**src/rtl/ultrasonic_tank_level_defines.svh**
```systemverilog
// ----------------------------------------------------------------------------
// Ultrasonic tank level assertion macros
// Shared helpers for the concurrent checks at the end of the top level.
// ----------------------------------------------------------------------------
`ifndef ULTRASONIC_TANK_LEVEL_DEFINES_SVH
`define ULTRASONIC_TANK_LEVEL_DEFINES_SVH

// Implication checked on every clock edge outside reset.
`define UTL_ASSERT_IMPL(lbl, ante, cons) \
  lbl: assert property (@(posedge clk) disable iff (rst) (ante) |-> (cons)) \
    else $error("ultrasonic_tank_level check failed");

// Invariant checked on every clock edge outside reset.
`define UTL_ASSERT_NEVER(lbl, bad) \
  lbl: assert property (@(posedge clk) disable iff (rst) !(bad)) \
    else $error("ultrasonic_tank_level check failed");

`endif

```
**src/rtl/utl_pkg.sv**
```systemverilog
// ----------------------------------------------------------------------------
// Ultrasonic tank level package
// Shared constants, register indexes and payload types.
// ----------------------------------------------------------------------------
package utl_pkg;

  localparam logic [7:0] REG_FULL_DEPTH = 8'd0;
  localparam logic [7:0] REG_BLIND_ZONE = 8'd1;
  localparam logic [7:0] REG_SPACING    = 8'd2;
  localparam logic [7:0] REG_CAPACITY   = 8'd3;
  localparam logic [7:0] REG_NO_ECHO    = 8'd4;

  localparam int NUM_W  = 48;  // divider numerator width
  localparam int DEN_W  = 25;  // divider denominator width
  localparam int QUO_W  = 33;  // divider quotient width, one stage per bit
  localparam int SQRT_W = 32;  // root bits, one stage per bit
  localparam int HP_W   = 39;  // echo * speed plus rounding bias

  // Half path = (echo * speed + HALF_BIAS) * HALF_RECIP >> 55, which equals
  // the rounded quotient of echo * speed * 256 by 20000000 over the full
  // range of the product.
  localparam logic [HP_W-1:0] HALF_BIAS  = 39'd39062;
  localparam logic [HP_W-1:0] HALF_RECIP = 39'd461168601843;

  typedef struct packed {
    logic [9:0]  full_depth;
    logic [7:0]  blind_zone;
    logic [7:0]  spacing;
    logic [19:0] capacity;
  } cfg_t;

  typedef struct packed {
    logic            ok;
    logic [HP_W-1:0] num;
  } item_t;

  // Packed from the top bit down, so reading_ok lands in bit 0.
  typedef struct packed {
    logic        below_empty;
    logic        over_full;
    logic [19:0] stored_litres;
    logic [13:0] fill_hundredth_pct;
    logic [13:0] depth_sixteenth_cm;
    logic [14:0] range_sixteenth_cm;
    logic        reading_ok;
  } result_t;

endpackage

```
**src/rtl/utl_front.sv**
```systemverilog
// ----------------------------------------------------------------------------
// Ultrasonic tank level front end
// Accepts readings, flags unusable ones and forms the half-path dividend.
// ----------------------------------------------------------------------------
module utl_front (
  input  logic                clk,
  input  logic                rst,
  input  logic                in_valid,
  output logic                in_ready,
  input  logic [15:0]         echo,
  input  logic [11:0]         temp,
  input  logic [15:0]         no_echo,
  input  logic [9:0]          full_depth,
  output logic                push,
  output utl_pkg::item_t      item,
  input  logic                fifo_full
);

  logic               v1, v2, ok1, ok2;
  logic [15:0]        echo1;
  logic [22:0]        speed1;
  logic [38:0]        prod2;
  logic               en;
  logic signed [23:0] speed_s;

  assign en       = !(v2 && fifo_full);
  assign in_ready = en;
  assign push     = v2 && en;
  assign speed_s  = 24'sd5300800 + $signed({{12{temp[11]}}, temp}) * 24'sd606;

  always_ff @(posedge clk) begin
    if (rst) begin
      v1 <= 1'b0;
      v2 <= 1'b0;
    end else if (en) begin
      v1 <= in_valid;
      v2 <= v1;
    end
  end

  always_ff @(posedge clk) begin
    if (en) begin
      ok1    <= (echo != no_echo) && (full_depth != 10'd0);
      echo1  <= echo;
      speed1 <= speed_s[22:0];
      ok2    <= ok1;
      prod2  <= 39'(echo1) * 39'(speed1);
    end
  end

  assign item.ok  = ok2;
  assign item.num = prod2 + utl_pkg::HALF_BIAS;

endmodule

```
**config.mk**
```make
export PLATFORM = sky130hd
export DESIGN_NAME = utl_front
export DESIGN_NICKNAME = d
export VERILOG_FILES = /design/src/rtl/ultrasonic_tank_level_defines.svh /design/src/rtl/utl_pkg.sv /design/src/rtl/utl_front.sv
export SDC_FILE = /design/constraint.sdc
export NUM_CORES = 1
export LEC_CHECK = 0
export BUFFER_PORTS_ARGS = -buffer_cell sky130_fd_sc_hd__buf_2
export CAP_MARGIN = 25
export CORE_MARGIN = 5
export CORE_UTILIZATION = 58
export CTS_CLUSTER_DIAMETER = 150
export DETAILED_ROUTE_END_ITERATION = 8
export PLACE_DENSITY_LB_ADDON = 0.2
export SKIP_CTS_REPAIR_TIMING = 1
export SLEW_MARGIN = 40
export SYNTH_ARGS = -nofsm -noshare
export SYNTH_HDL_FRONTEND = slang
export SYNTH_SLANG_ARGS = --single-unit
```
**constraint.sdc**
```tcl
create_clock -name clk -period 5.72 [get_ports clk]
set_input_delay 1.144 -clock clk [delete_from_list [all_inputs] [get_ports clk]]
set_output_delay 1.144 -clock clk [all_outputs]
set_load 0.02 [all_outputs]
```
# After elaboration in Yosys (flattened, before gate mapping)
# Index checks and enable logic that the tools add are counted.
dict set report op_classes {
  addsub 2
  multipliers 2
  div_mod_pow 0
  n_lt_le_gt_ge 0
  n_eq_ne 1
  shift 0
  muxes 0
  bitwise_logic 0
  n_reduce_logical 5
}
# op count
set ops {}
lappend ops {{$add 39x16->39 const B} 1}
lappend ops {{$mul 16x23->39} 1}
lappend ops {{$add 23x23->23 const A} 1}
lappend ops {{$mul 12x10->22 const B} 1}
lappend ops {{$ne 16x16->1} 1}
lappend ops {{$reduce_bool 10->1} 1}
lappend ops {{$logic_and 1x1->1} 3}
lappend ops {{$logic_not 1->1} 1}
dict set report word_totals {
  regBits 82
  latch_bits 0
  ramBits 0
  rom_bits 0
  input_bits 58
  output_inout_bits 42
  wordCells 17
  n_memories 0
}

# Longest topological paths before layout
dict set report logic_depth {
  word_depth 3
  ltp_mapped 24
  mapped_depth_nobuf 23
}

# Worst setup path before layout
# Ideal clock, no wire load.
dict set report synth_path {
  path_kind {register to register}
  start {register speed1[15]}
  end {register prod2[31] (data pin)}
  arrival_ns 5.750
  path_slack_ns -0.292
  stages_incl_launch_ff 24
  n_path_buf 1
  synth_period_minus_slack_ns 6.012
  cell_sequence {edfxtp_1 > clkbuf_1 > nand2_1 > fa_1 > inv_1 > fa_1 > inv_1 > fa_1 > inv_1 > fa_1 > fa_1 > inv_1 > fa_1 > inv_1 > ha_1 > a21o_1 > a21o_1 > a21oi_1 > o21a_1 > o31a_1 > o21ai_1 > o41ai_2 > o21bai_1 > xor2_1}
}
dict set report synth_via {
  elab_chain_len 1
}
# item line_no
set synth_lines {}
lappend synth_lines {{start: declaration} utl_front.sv:21} ;# logic [22:0] speed1;
lappend synth_lines {{start signal: assignment} utl_front.sv:45} ;# speed1 <= speed_s[22:0];
lappend synth_lines {{$mul 16x23->39} utl_front.sv:47} ;# prod2 <= 39'(echo1) * 39'(speed1);
lappend synth_lines {{end signal: assignment} utl_front.sv:47}
lappend synth_lines {{end: declaration} utl_front.sv:22} ;# logic [38:0] prod2;
# No other way between the ends.
# A chain may end at the register's enable or synchronous reset.

# Worst setup path after layout
dict set report layout_path {
  start {register echo1[6]}
  end {register prod2[35] (data pin)}
}
dict set report layout_via {
  elab_chain_len 1
}
# item line_no
set layout_lines {}
lappend layout_lines {{start: declaration} utl_front.sv:20} ;# logic [15:0] echo1;
lappend layout_lines {{start signal: assignment} utl_front.sv:44} ;# echo1 <= echo;
lappend layout_lines {{$mul 16x23->39} utl_front.sv:47}
# No other way between the ends.

==> flow_metrics.tcl <==
set metrics [dict create \
    outcome "finished with violations" \
    violations "negative setup slack" \
    skew_ns 0.0132 \
    synth_cell_types 67 \
    clock_latency_ns 0.37 \
    drtIter0Drc 823 \
    grt_usage_pct 26.4 \
    vias 13890 \
    cts_tree "built" \
    cp_common_cell "fa_1" \
    io-pin-count 100 \
    vias_per_cell 5.37 \
    slew_violations 0 \
    worst-path-max-fanout 7 \
    cap_violations 0 \
    syn_area_per_cell_um2 9.42 \
    ys_warn_count 0 \
    crit_chain "buf_6 > nand2_2 > fa_1 > inv_2 > fa_1 > inv_2 > fa_1 > inv_1 > fa_1 > fa_1 > inv_2 > fa_1 > inv_2 > ha_4 > a21oi_2 > nand2_1 > a21oi_2 > o21a_1 > o31a_1 > o21ai_2 > o41ai_2 > buf_4 > o21ai_1 > xor2_1" \
    syn_area_um2 17500 \
    finalWorstSetupSlack_ns -0.434 \
    synthesis.instances 1862 \
    synth_fa_ha_area_share_pct 48.9 \
    syn_nets 2413 \
    slew_headroom_pct 45.7 \
    crit_path_max_incr_delay_ns 0.60 \
    routed_wl_mm 43.9 \
    initial_utilization_pct 59.0 \
    first_pass_iters 7 \
    cts_sinks 80 \
    synthSimpleGateAreaFrac_pct 14.3 \
    rows 63 \
    grt_pass1_wl_mm 71.6 \
    die_x_um 184 \
    synth_compound_area_share_pct 7.09 \
    h-tree-depth 3 \
    fmax_ghz 0.162 \
    dieArea_um2 33800 \
    synth_xor_xnor_area_share_pct 5.99 \
    nNetsFinal 2743 \
    n_fill_cell 2251 \
    final_layout_size_suffix_gt1_share_pct 23.3 \
    syn2layout_area_growth_pct 21.8 \
    max_slew.worst_pin.slew_ns 0.814 \
    period_share_pct 108 \
    crit_slowest_cell "fa_1" \
    overflow 0 \
    async_flop_share_pct 0 \
    drt.antenna.violating_nets 0 \
    portBuffers 98 \
    coreArea_um2 29700 \
    rsz0062_at_grt "true" \
    seq_area_frac_synth_pct 13.6 \
    hold_viol_final 0 \
    grt_max_degree 44 \
    most-common-layout-cells "380 x inv_1, 315 x fa_1, 253 x buf_4, 234 x nand2_1, 159 x ha_1" \
    cts-root-buf "clkbuf_16" \
    die_y_um 184 \
    wire_per_inst_um 17.0 \
    path_clk_slew_ns 0.07 \
    min_path_type "flop to flop" \
    crit_type "flop to flop" \
    cp.required_ns 5.83 \
    diodes 0 \
    ys_ff_latch 80 \
    setup_viol 17 \
    grt_pass1_vias 15177 \
    arrival_ns 6.26 \
    cts.path.max_buffers 2 \
    drc 0 \
    start_kind "flop" \
    synth_ff_type "edfxtp_1" \
    gp_congestion 0.923 \
    synthMuxAreaShare_pct 0.0571 \
    cts_buffers 9 \
    fin_crit_ns 6.15 \
    dpl_worst_slack_ns -0.533 \
    synth_top_family_by_area "adder cells" \
    synth_edf_count 78 \
    antenna_found_initial 0 \
    end_kind "flop" \
    final_common_cell "inv_1" \
    dp_hpwl_mm 35.5 \
]
[critical path: cells and delay by family, from the launching register on]
family                   cells  cell delay [ns]
adder cells (fa/ha/maj)      7             3.30
AO/OA/AOI/OAI                7             1.16
buffers and inverters        7             0.60
flip-flops                   1             0.53
XOR/XNOR                     1             0.14
AND/OR/NAND/NOR              2             0.13
[cells in the mapped netlist (27+ instances only)]
cell type	number	share of area [%]
a21o_1	27	1.2
a21oi_1	48	1.4
and2_1	146	5.2
clkbuf_1	63	1.3
edfxtp_1	78	13
fa_1	321	37
ha_1	172	12
inv_1	399	8.5
nand2_1	246	5.3
nor2_1	42	0.90
o21ai_0	36	1.0
xnor2_1	87	4.3
xor2_1	33	1.6
[per-layer routing]
layer | global-route usage [%] | vias to the layer above | share of wire, %
met2 | 47.5 | 469 | 52
li1 | - | 6402 | -
met1 | 32.3 | 6916 | 39
met3 | 3.58 | 103 | 5.7
met5 | 0 | - | 0
met4 | 10.1 | 0 | 3.9
[layout make-up]
cell class / instances / area [um^2] / area share, %
Timing Repair Buffer: 384 / 2820 / 13.2
Clock buffer: 9 / 225 / 1.05
Inverter: 399 / 1500 / 7.01
Sequential cell: 80 / 2380 / 11.2
Tap cell: 390 / 488 / 2.28
Clock inverter: 7 / 108 / 0.504
Multi-Input combinational cell: 1318 / 13800 / 64.8
[final timing paths]
kind	start	to	slack (ns)	depth (start not counted)
min	ok1	ok2	0.44	0
max reg2reg	echo1[6]	prod2[35]	-0.43	24
max	echo1[6]	prod2[35]	-0.43	24
min reg2reg	ok1	ok2	0.44	0
[registers in the layout, indices dropped and copies added (netlist names)]
register  cells
ok2           1
ok1           1
v1            1
echo1        16
speed1       22
v2            1
prod2        38
[metrics by stage]
step	utilization, %	std cells	hold WS (ns)	instance area, um^2	TNS, ns
6_report	71.9	2587	0.438	21400	-3.41
4_1_cts	69.7	2545	0.443	20700	-5.27
3_3_place_gp	68.6	2529	0.404	20400	-4.43
3_5_place_dp	68.6	2529	0.425	20400	-5.84
2_1_floorplan	-	1862	0.400	17800	-0.0703
5_1_grt	71.9	2587	0.459	21400	-6.79
[cells by family after synthesis]
logic type | Yosys count
xor+xnor | 120
other cells | 1
flops | 80
buf+inv | 464
fa+ha+maj | 493
mux | 1
simple gates | 520
compound gates | 183
Power is left out: the tool's default activity adds up to more than one toggle a clock period on the data nets, which glitch-free logic cannot reach.
