[config.mk]
export PLATFORM = sky130hd
export DESIGN_NAME = utl_fifo
export DESIGN_NICKNAME = d
export VERILOG_FILES = /design/src/rtl/ultrasonic_tank_level_defines.svh /design/src/rtl/utl_pkg.sv /design/src/rtl/utl_fifo.sv
export SDC_FILE = /design/constraint.sdc
export NUM_CORES = 1
export LEC_CHECK = 0
export BUFFER_PORTS_ARGS = -buffer_cell sky130_fd_sc_hd__buf_2
export CAP_MARGIN = 20
export CORE_MARGIN = 2
export CORE_UTILIZATION = 55
export CTS_CLUSTER_DIAMETER = 120
export DETAILED_ROUTE_END_ITERATION = 7
export GPL_TIMING_DRIVEN = 1
export HOLD_SLACK_MARGIN = 0.05
export PLACE_DENSITY = 0.73
export SLEW_MARGIN = 20
export SYNTH_ARGS = -nofsm -noshare
export SYNTH_HDL_FRONTEND = slang
export SYNTH_SLANG_ARGS = --single-unit
[constraint.sdc]
create_clock -name clk -period 2.4 [get_ports clk]
set_clock_uncertainty 0.05 [all_clocks]
set_input_delay 0.48 -clock clk [delete_from_list [all_inputs] [get_ports clk]]
set_output_delay 0.48 -clock clk [all_outputs]
set_load 0.01 [all_outputs]
[src/rtl/ultrasonic_tank_level_defines.svh]
// ----------------------------------------------------------------------------
// Ultrasonic tank level assertion macros
// Shared helpers for the concurrent checks at the end of the top level.
// ----------------------------------------------------------------------------
`ifndef ULTRASONIC_TANK_LEVEL_DEFINES_SVH
`define ULTRASONIC_TANK_LEVEL_DEFINES_SVH

// Implication checked on every clock edge outside reset.
`define UTL_ASSERT_IMPL(lbl, ante, cons) \
  lbl: assert property (@(posedge clk) disable iff (rst) (ante) |-> (cons)) \
    else $error("ultrasonic_tank_level check failed");

// Invariant checked on every clock edge outside reset.
`define UTL_ASSERT_NEVER(lbl, bad) \
  lbl: assert property (@(posedge clk) disable iff (rst) !(bad)) \
    else $error("ultrasonic_tank_level check failed");

`endif

[src/rtl/utl_pkg.sv]
// ----------------------------------------------------------------------------
// Ultrasonic tank level package
// Shared constants, register indexes and payload types.
// ----------------------------------------------------------------------------
package utl_pkg;

  localparam logic [7:0] REG_FULL_DEPTH = 8'd0;
  localparam logic [7:0] REG_BLIND_ZONE = 8'd1;
  localparam logic [7:0] REG_SPACING    = 8'd2;
  localparam logic [7:0] REG_CAPACITY   = 8'd3;
  localparam logic [7:0] REG_NO_ECHO    = 8'd4;

  localparam int NUM_W  = 48;  // divider numerator width
  localparam int DEN_W  = 25;  // divider denominator width
  localparam int QUO_W  = 33;  // divider quotient width, one stage per bit
  localparam int SQRT_W = 32;  // root bits, one stage per bit
  localparam int HP_W   = 39;  // echo * speed plus rounding bias

  // Half path = (echo * speed + HALF_BIAS) * HALF_RECIP >> 55, which equals
  // the rounded quotient of echo * speed * 256 by 20000000 over the full
  // range of the product.
  localparam logic [HP_W-1:0] HALF_BIAS  = 39'd39062;
  localparam logic [HP_W-1:0] HALF_RECIP = 39'd461168601843;

  typedef struct packed {
    logic [9:0]  full_depth;
    logic [7:0]  blind_zone;
    logic [7:0]  spacing;
    logic [19:0] capacity;
  } cfg_t;

  typedef struct packed {
    logic            ok;
    logic [HP_W-1:0] num;
  } item_t;

  // Packed from the top bit down, so reading_ok lands in bit 0.
  typedef struct packed {
    logic        below_empty;
    logic        over_full;
    logic [19:0] stored_litres;
    logic [13:0] fill_hundredth_pct;
    logic [13:0] depth_sixteenth_cm;
    logic [14:0] range_sixteenth_cm;
    logic        reading_ok;
  } result_t;

endpackage

[src/rtl/utl_fifo.sv]
// ----------------------------------------------------------------------------
// Ultrasonic tank level queue
// Four-entry queue that decouples the front end from the back end.
// ----------------------------------------------------------------------------
module utl_fifo (
  input  logic           clk,
  input  logic           rst,
  input  logic           push,
  input  utl_pkg::item_t wdata,
  output logic           full,
  input  logic           pop,
  output utl_pkg::item_t rdata,
  output logic           empty
);

  utl_pkg::item_t mem [0:3];
  logic [2:0]     wr_ptr, rd_ptr;

  assign empty = (wr_ptr == rd_ptr);
  assign full  = (wr_ptr[1:0] == rd_ptr[1:0]) && (wr_ptr[2] != rd_ptr[2]);
  assign rdata = mem[rd_ptr[1:0]];

  always_ff @(posedge clk) begin
    if (rst) begin
      wr_ptr <= 3'd0;
      rd_ptr <= 3'd0;
    end else begin
      if (push) wr_ptr <= wr_ptr + 3'd1;
      if (pop) rd_ptr <= rd_ptr + 3'd1;
    end
  end

  always_ff @(posedge clk) begin
    if (push) mem[wr_ptr[1:0]] <= wdata;
  end

endmodule

# Word-level counts from Yosys, hierarchy flattened
# Memory sizes are Yosys's and may differ from the RTL's. A register that Yosys moved wholly into a read port is not among the register bits.
# Index checks and enable logic that the tools add are counted.
# classes
n_addsub	2
eq_ne	3
muxes	4
reduce_logical	1
# op_table
cell	n
$add A3 B1 Y3 const B	2
$mux W2	2
$eq A3 B3 Y1	1
$eq A2 B2 Y1	1
$mux W1	2
$logic_and A1 B1 Y1	1
$ne A1 B1 Y1	1
# word_totals
register_bits	6
mem_bits_rw	160
inputBits	44
out_inout_bits	42
word_cells	13
n_memories	1
# mem_list
name	depth	width	rd	rd_clocked_by_memory_dff	write_ports	line_no	source
mem	4	40	1	1	1	utl_fifo.sv:16	utl_pkg::item_t mem [0:3];

# Longest topological paths before layout
# Gate-level depths: netlist (run 1).
# logic_depth
depth_word	3
ltp_mapped	4
mapped_depth_nobuf	4

# Worst setup path before layout (run 1)
# OpenSTA, ideal clock, no wires.
# synth_timing
path_kind	input to register
start	input push
end	memory mem[3][0] in the netlist's numbering (enable)
setup_time_ns	0.401
arrival_ns	1.729
required_ns	1.949
slack_ns	0.220
path_stages	2
n_path_buf	1
path_cell_list	clkbuf_1 and2_1
# synth_via
elab_chain_cells	2
# synth_rtl
element	line_no	source
from (decl)	utl_fifo.sv:8	input logic push,
$mux W1	utl_fifo.sv:34	if (push) mem[wr_ptr[1:0]] <= wdata;
$mux W1 (implied by the code)	utl_fifo.sv:34	
to (decl)	utl_fifo.sv:16	
# Every way passes these cells.

==> results of run 1 <==
Yosys cell counts, drive strengths merged, types with 2 or more instances:
| library cell | instances |
|---|---|
| dfxtp | 8 |
| edfxtp | 160 |
| ha | 5 |
| nor2 | 5 |
| mux4 | 40 |
| inv | 2 |
| and2 | 4 |
| a21bo | 2 |
| nand3b | 2 |
| buf | 9 |
| xnor2 | 3 |
| a21oi | 2 |
| mux2i | 2 |
| xor2 | 2 |
where the power goes:
| part | internal [mW] | switching, mW |
|---|---|---|
| logic | 0.300 | 0.320 |
| clock network | 1.63 | 1.04 |
| registers | 3.36 | 0.0377 |
cells by family after synthesis:
family | count (synthesis)
buffers and inverters | 12
muxes | 42
xor gates and xnor gates | 5
AOI/OAI and AO/OA | 4
adders and majority gates | 5
DFF | 168
and+or+nand+nor | 13
through the flow:
step	cells	utilization (%)	power, mW	instance area [sq um]
floorplan	249	-	3.84	6220
global placement	477	62.7	4.08	6860
detailed placement	477	62.7	4.09	6860
CTS	508	68.1	6.74	7440
global route	508	68.1	6.94	7440
finish	508	68.1	6.69	7440
flip-flops by register name, indices dropped and copies added, names as in the netlist, named ones only:
name,cells
rd_ptr,3
mem,160
wr_ptr,3
final cells by class:
cell class                      instances  area (sq um)  share of cell area [%]
Timing Repair Buffer                   98           573                    7.70
Clock inverter                         12           153                    2.05
Sequential cell                       168          4970                    66.7
Tap cell                              140           175                    2.35
Clock buffer                           19           433                    5.82
Inverter                                2          7.51                   0.101
Multi-Input combinational cell         69          1130                    15.2
path summary, 6_finish.rpt:
kind	start	end	slack (ns)	depth (start not counted)
max	flip-flop	rdata[9]	0.1	3
min	wdata[24]	mem[0][24]$_DFFE_PP_	0.23	1
min reg2reg	rd_ptr[2]$_SDFFE_PP0P_	rd_ptr[2]$_SDFFE_PP0P_	0.51	2
max reg2reg	wr_ptr[0]$_SDFFE_PP0P_	mem[2][39]$_DFFE_PP_	0.74	4
worst max-delay path: stages (launching register included):
cell	delay, ns
dfxtp_2	0.40
buf_4	0.26
mux4_2	0.54
buf_2	0.16
cell usage in the layout, fill, tap and decap left out:
| cell type | count |
|---|---|
| edfxtp_1 | 160 |
| buf_2 | 85 |
| mux4_2 | 40 |
| clkbuf_16 | 17 |
| buf_4 | 9 |
| dfxtp_1 | 6 |
| nor2_1 | 5 |
| ha_1 | 5 |
| and2_2 | 4 |
| buf_12 | 4 |
| xnor2_1 | 3 |
| clkinv_4 | 3 |
| bufinv_16 | 3 |
| inv_1 | 2 |
| xor2_1 | 2 |
| mux2i_1 | 2 |
| a21bo_2 | 2 |
| nand3b_1 | 2 |
| a21oi_1 | 2 |
| dfxtp_2 | 2 |
| clkbuf_1 | 2 |
| clkinvlp_4 | 2 |
| clkinv_1 | 2 |
| nor3_1 | 1 |
| nor3b_1 | 1 |
| inv_6 | 1 |
| clkinv_2 | 1 |
layer usage:
layer | vias up | GRT usage, %
met3 | 15 | 5.76
met4 | 0 | 7.59
met5 | - | 0
met1 | 1464 | 25.1
li1 | 1263 | -
met2 | 82 | 28.5
==> run metrics, run 1 <==
Total GRT Usage 18.6%; post-DP HPWL 6180 um; vias per cell 5.56; met3 WL post-DR 498 um; # IOs 86; initial antenna violation count 0; top_reg_cell synth edfxtp_1; Max Cap Viol 0; RSZ-0062 raised after global routing false; Yosys cell types 19; Worst VDD drop 0.477 mV; setup tns final 0 ns; maximum fanout along the worst path 10; Synth-to-Final Area Change 19.7%; CTS Buf Count 17; Post-synth EDFFs 160; WP data required 1.87 ns; Routed Antenna Nets 0; CTS H-tree lvls 4; Cells after Synth 249; first-pass GRT wire length 15,600 um; Critical Path AT 1.77 ns; final WL 10,100 um; CP startpoint kind flip-flop; Max Used Layer met4; fill count 704; main combinational cell family by area after synthesis multiplexers; setup bufs post-CTS 0; Die H 110 um; Post-synth ARST share 0%; setup slack at placement 0.527 ns; Rows 38; Simple-Gate Fraction of Synth Area 1.15%; Syn Area/Cell 25.0 sq um; Horiz. Die Dim 110 um; number of global-route vias before repair 2,912; grt ovf 0; Power Density 898 nW/um^2; WL per Instance 19.8 um; final setup vio count 0; wl on met1 4350 um; outcome completed; Post-Synth Adder-Cell Area 1.01%; Initial Util 56.8%; CTS tree yes; DR WL met2 5070 um; Vias 2,824; Max Clk Rate 0.435 GHz; flops & latches, synth 168; clock latency on the worst-skew pair 0.41 ns; dominant cells by area after synthesis edfxtp_1 77%, mux4_2 14%, dfxtp_1 2.6%, buf_12 1.3%, ha_1 1.0%; DRT Pass-1 Iters 8; Compound-Gate Fraction of Synth Area 0.483%; max-slew violation count 0; # hold bufs at CTS 0; Mapped Area 6220 sq um; Hold WS 0.227 ns; Final min period 2.30 ns; Synth area leader edfxtp_1; # DRC 0; DR iter-0 viols 211; die area 12,200 sq um; Leakage Power 2.56 nW; ant diodes 0; Root Driver clkbuf_16; Max Buffers Root-to-Sink 2; layout net count 405; layout cells sized above 1 47.0%; top-area cell type share of the netlist area 77.3%; clock sinks 168; CP Class flip-flop to output port; worst min path class input port to flip-flop; Core ar. 10,900 sq um; Final Hold Vio Count 0; Tightest Pin Transition 0.464 ns; largest net degree at the start of global routing 41; final setup margin 0.0995 ns; Slew headroom 69.1%; sequential area share after synthesis 79.9%; number of gates resized after cts 0; Worst-path clk slew 0.07 ns; routability cong. 0.715; Warnings, synthesis 0; Synth Area in XOR/XNOR 0.705%; Worst setup EP type output port; Synthesized Nets 298; I/O Buffers 85; Final Cycle Share 95.9%; mux cell area share after synthesis 14.8%
Power figures use the tool's default switching activity.
==> run 2, diff against run 1 <==
Settings changed: CORE_UTILIZATION 55 to 56, PLACE_DENSITY 0.73 to 0.74, SETUP_SLACK_MARGIN set to 0.2, SKIP_LAST_GASP set to 1.
==> run metrics, run 2 (synthesis results as in run 1) <==
largest net degree at the start of global routing 41; outcome completed; DR iter-0 viols 135; layout net count 412; Worst-path clk slew 0.06 ns; final setup vio count 0; Power Density 855 nW/um^2; area of the multi-input gates 1130 sq um; grt ovf 0; CTS tree yes; initial antenna violation count 0; placed insts 475; post-DP HPWL 6040 um; Sw Pwr 1.35 mW; RSZ-0062 raised after global routing true; layout cells sized above 1 46.5%; Critical Path AT 1.81 ns; # IOs 86; die area 12,000 sq um; Final Cycle Share 97.5%; Tightest Pin Transition 0.384 ns; switch share 20.5%; first-pass GRT wire length 15,900 um; clock sinks 168; most common cell after layout, fill and taps aside edfxtp_1; max-slew violation count 0; number of global-route vias before repair 2,913; Routed Antenna Nets 0; CP startpoint kind flip-flop; Worst VDD drop 0.741 mV; Rows 38; Vias 2,815; most frequent cells in the layout 160 x edfxtp_1, 56 x buf_2, 40 x mux4_2; CTS Buf Count 17; Leakage Power 2.66 nW; Gate power share 11.9%; Horiz. Die Dim 109 um; DP Area 6860 sq um; DRT Pass-1 Iters 5; setup tns final 0 ns; Max Clk Rate 0.427 GHz; final std cells w/o fill 512; final core utilization 70.9%; Max Buffers Root-to-Sink 2; Final Hold Vio Count 0; # DRC 0; routability cong. 0.730; Clk pwr share 36.4%; Slew headroom 74.4%; fill count 653; number of flip-flops in the largest register 160; Worst setup EP type output port; Power Total 6.57 mW; ant diodes 0; Synth-to-Final Area Change 23.6%; # hold bufs at CTS 0; Reg area 4970 sq um; Finished Cell Area 7680 sq um; maximum fanout along the worst path 6; final WL 10,500 um; Core ar. 10,800 sq um; vias per cell 5.50; CP Class flip-flop to output port; Hold WS 0.122 ns; I/O Buffers 85; worst min path class input port to flip-flop; Die H 109 um; setup slack at placement 0.377 ns; Initial Util 57.3%; Final min period 2.34 ns; Cell Int Power 5.22 mW; Root Driver clkbuf_8; final setup margin 0.0592 ns; Flop pwr share 51.7%; Max Cap Viol 0; clock latency on the worst-skew pair 0.52 ns; Total GRT Usage 19.0%; WP data required 1.87 ns; CTS H-tree lvls 4; WL per Instance 20.6 um
## run 2: power groups by stage
| stage | Clock, mW | Combinational [mW] | Sequential [mW] |
|---|---|---|---|
| 4_1_cts | 2.44 | 0.647 | 3.40 |
| 5_1_grt | 2.55 | 0.846 | 3.41 |
| 3_3_place_gp | 0 | 0.620 | 3.46 |
| 3_5_place_dp | 0 | 0.627 | 3.47 |
| 2_1_floorplan | 0 | 0.397 | 3.45 |
| 6_report | 2.39 | 0.784 | 3.40 |
## run 2: per-layer routing
layer  vias to the layer above  share of wire (%)  global-route usage, %
li1                       1279                  -                      -
met1                      1435                 42                   24.6
met2                        92                 51                   30.3
met3                         9                5.8                   6.34
met4                         0                1.2                   7.23
met5                         -                  0                      0
## run 2: final timing paths
path                                             start                      to  slack, ns  cells after the start
worst min register to register  wr_ptr[2]$_SDFFE_PP0P_  wr_ptr[2]$_SDFFE_PP0P_       0.52                      2
worst min-delay path                         wdata[39]    mem[1][39]$_DFFE_PP_       0.12                      1
worst max register to register  wr_ptr[0]$_SDFFE_PP0P_    mem[2][18]$_DFFE_PP_       0.79                      4
worst max-delay path                         flip-flop               rdata[26]       0.06                      4
## run 2: critical path, stage by stage, from the launching register on
cell	delay, ns
dfxtp_4	0.37
buf_6	0.13
buf_12	0.13
mux4_2	0.52
buf_6	0.14
## run 2: area by class of cell
cell class              count  area share, %
flip-flops and latches    168           64.7
multi-input cells          69           14.8
repair buffers            105           11.6
clock buffers              20           5.54
well taps                 140           2.28
clock inverters             8           1.09
inverters                   2         0.0977
## run 2: repair_timing
item | CTS | global route
endpoints found under the setup margin | 40 | 40
buffers inserted | 2 | 5
resized for setup | 2 | 41
endpoints found under the hold margin | 0 | 0
gates cloned | 0 | 2
==> run 3, diff against run 2 <==
Settings changed: CORE_MARGIN 2 to unset.
==> run metrics, run 3 (synthesis results as in run 1) <==
initial antenna violation count 1; WP data required 1.87 ns; number of flip-flops in the largest register 160; Max stage delay cell, worst path mux4_2; layout cells sized above 1 49.6%; grt ovf 0; clock sinks 168; first-pass GRT wire length 15,900 um; layout net count 417; Final Hold Vio Count 0; Worst setup EP type output port; Synth-to-Final Area Change 23.6%; Root Driver clkbuf_8; Leakage Power 2.67 nW; Hold Startpoint wdata[7]; Max Cap Viol 0; Max Clk Rate 0.419 GHz; Critical Path AT 1.85 ns; CTS tree yes; Power Total 6.60 mW; crit-path cells buf_12 -> buf_6 -> buf_6 -> mux4_2 -> buf_6; setup slack at placement 0.402 ns; CP Class flip-flop to output port; CTS H-tree lvls 4; CTS Buf Count 17; Max Buffers Root-to-Sink 2; # IOs 86; RSZ-0062 raised after global routing true; Rows 38; final setup margin 0.0152 ns; setup tns final 0 ns; Worst-path clk slew 0.06 ns; # DRC 0; Worst VDD drop 0.438 mV; routability cong. 0.692; DR iter-0 viols 160; fill count 651; I/O Buffers 85; clock latency on the worst-skew pair 0.52 ns; largest net degree at the start of global routing 28; Die H 107 um; most frequent cells in the layout 160 x edfxtp_1, 66 x buf_2, 40 x mux4_2; Initial Util 57.3%; CP startpoint kind flip-flop; Final min period 2.38 ns; post-DP HPWL 6440 um; Power Density 859 nW/um^2; most common cell after layout, fill and taps aside edfxtp_1; R2R Setup Slk 0.72 ns; Core ar. 10,800 sq um; WL per Instance 20.4 um; r2r startpoint wr_ptr[0]$_SDFFE_PP0P_; Final Cycle Share 99.4%; Vias 2,871; Routed Antenna Nets 0; maximum fanout along the worst path 4; DRT Pass-1 Iters 4; slowest stage delay, CP 0.51 ns; final WL 10,600 um; Total GRT Usage 19.8%; die area 11,500 sq um; final setup vio count 0; vias per cell 5.50; worst min path class input port to flip-flop; max-slew violation count 0; Worst path most repeated cell buf_6; outcome completed; final core utilization 70.9%; number of global-route vias before repair 2,990; Slew headroom 66.6%; Horiz. Die Dim 107 um; Tightest Pin Transition 0.501 ns
## run 3: changes by cell type in the layout (fill, tap and decap cells not counted), sizes merged
cell / delta
buf: +5
clkinv: -1
clkinvlp: +5
clkbuf: +1
diode: +1
bufinv: -1
## run 3: worst paths after layout
| path | to | cells past startpoint |
|---|---|---|
| hold / removal | mem[0][7]$_DFFE_PP_ | 1 |
| setup / recovery | rdata[29] | 5 |
| setup reg to reg | mem[2][23]$_DFFE_PP_ | 4 |
| hold reg to reg | flip-flop | 2 |
## run 3: per-layer routing
layer / share of wire (%) / GRT usage (%) / vias up
li1: - / - / 1289
met4: 1.3 / 9.10 / 0
met1: 40 / 25.5 / 1486
met5: 0 / 0 / -
met3: 5.4 / 5.93 / 9
met2: 53 / 31.3 / 87
## run 3: cell type report
class                      count  area, sq um  area share [%]
antenna                        1         2.50          0.0326
multi-input combinational     69         1140            14.8
inverter                       2         7.51          0.0977
clock inverter                11          100            1.30
tap                          140          175            2.28
sequential                   168         4970            64.7
timing repair buffer         110          838            10.9
clock buffer                  21          449            5.85
## run 3: critical path, delay by kind of cell (launching register included)
family / cells / cell delay, ns
multiplexers: 1 / 0.51
flip-flops: 1 / 0.38
buffers and inverters: 4 / 0.44
## run 3: power by group
part / switching [mW] / internal, mW / total, mW
clock: 1.03 / 1.43 / 2.46
sequential: 0.0403 / 3.36 / 3.40
combinational: 0.346 / 0.400 / 0.745
total: 1.42 / 5.18 / 6.60
## run 3: metrics by stage
stage	cell area (sq um)	std cells	hold slack (ns)
6_report	7680	522	0.115
3_3_place_gp	6850	479	0.507
5_1_grt	7680	521	0.0885
4_1_cts	7450	515	0.0861
3_5_place_dp	6850	479	0.508
2_1_floorplan	6220	249	0.474
## run 3: repair_timing
item	in CTS	in global routing
resized for setup	4	28
hold buffers	0	0
gates cloned	0	2
setup buffers	4	4
endpoints found under the setup margin	40	41
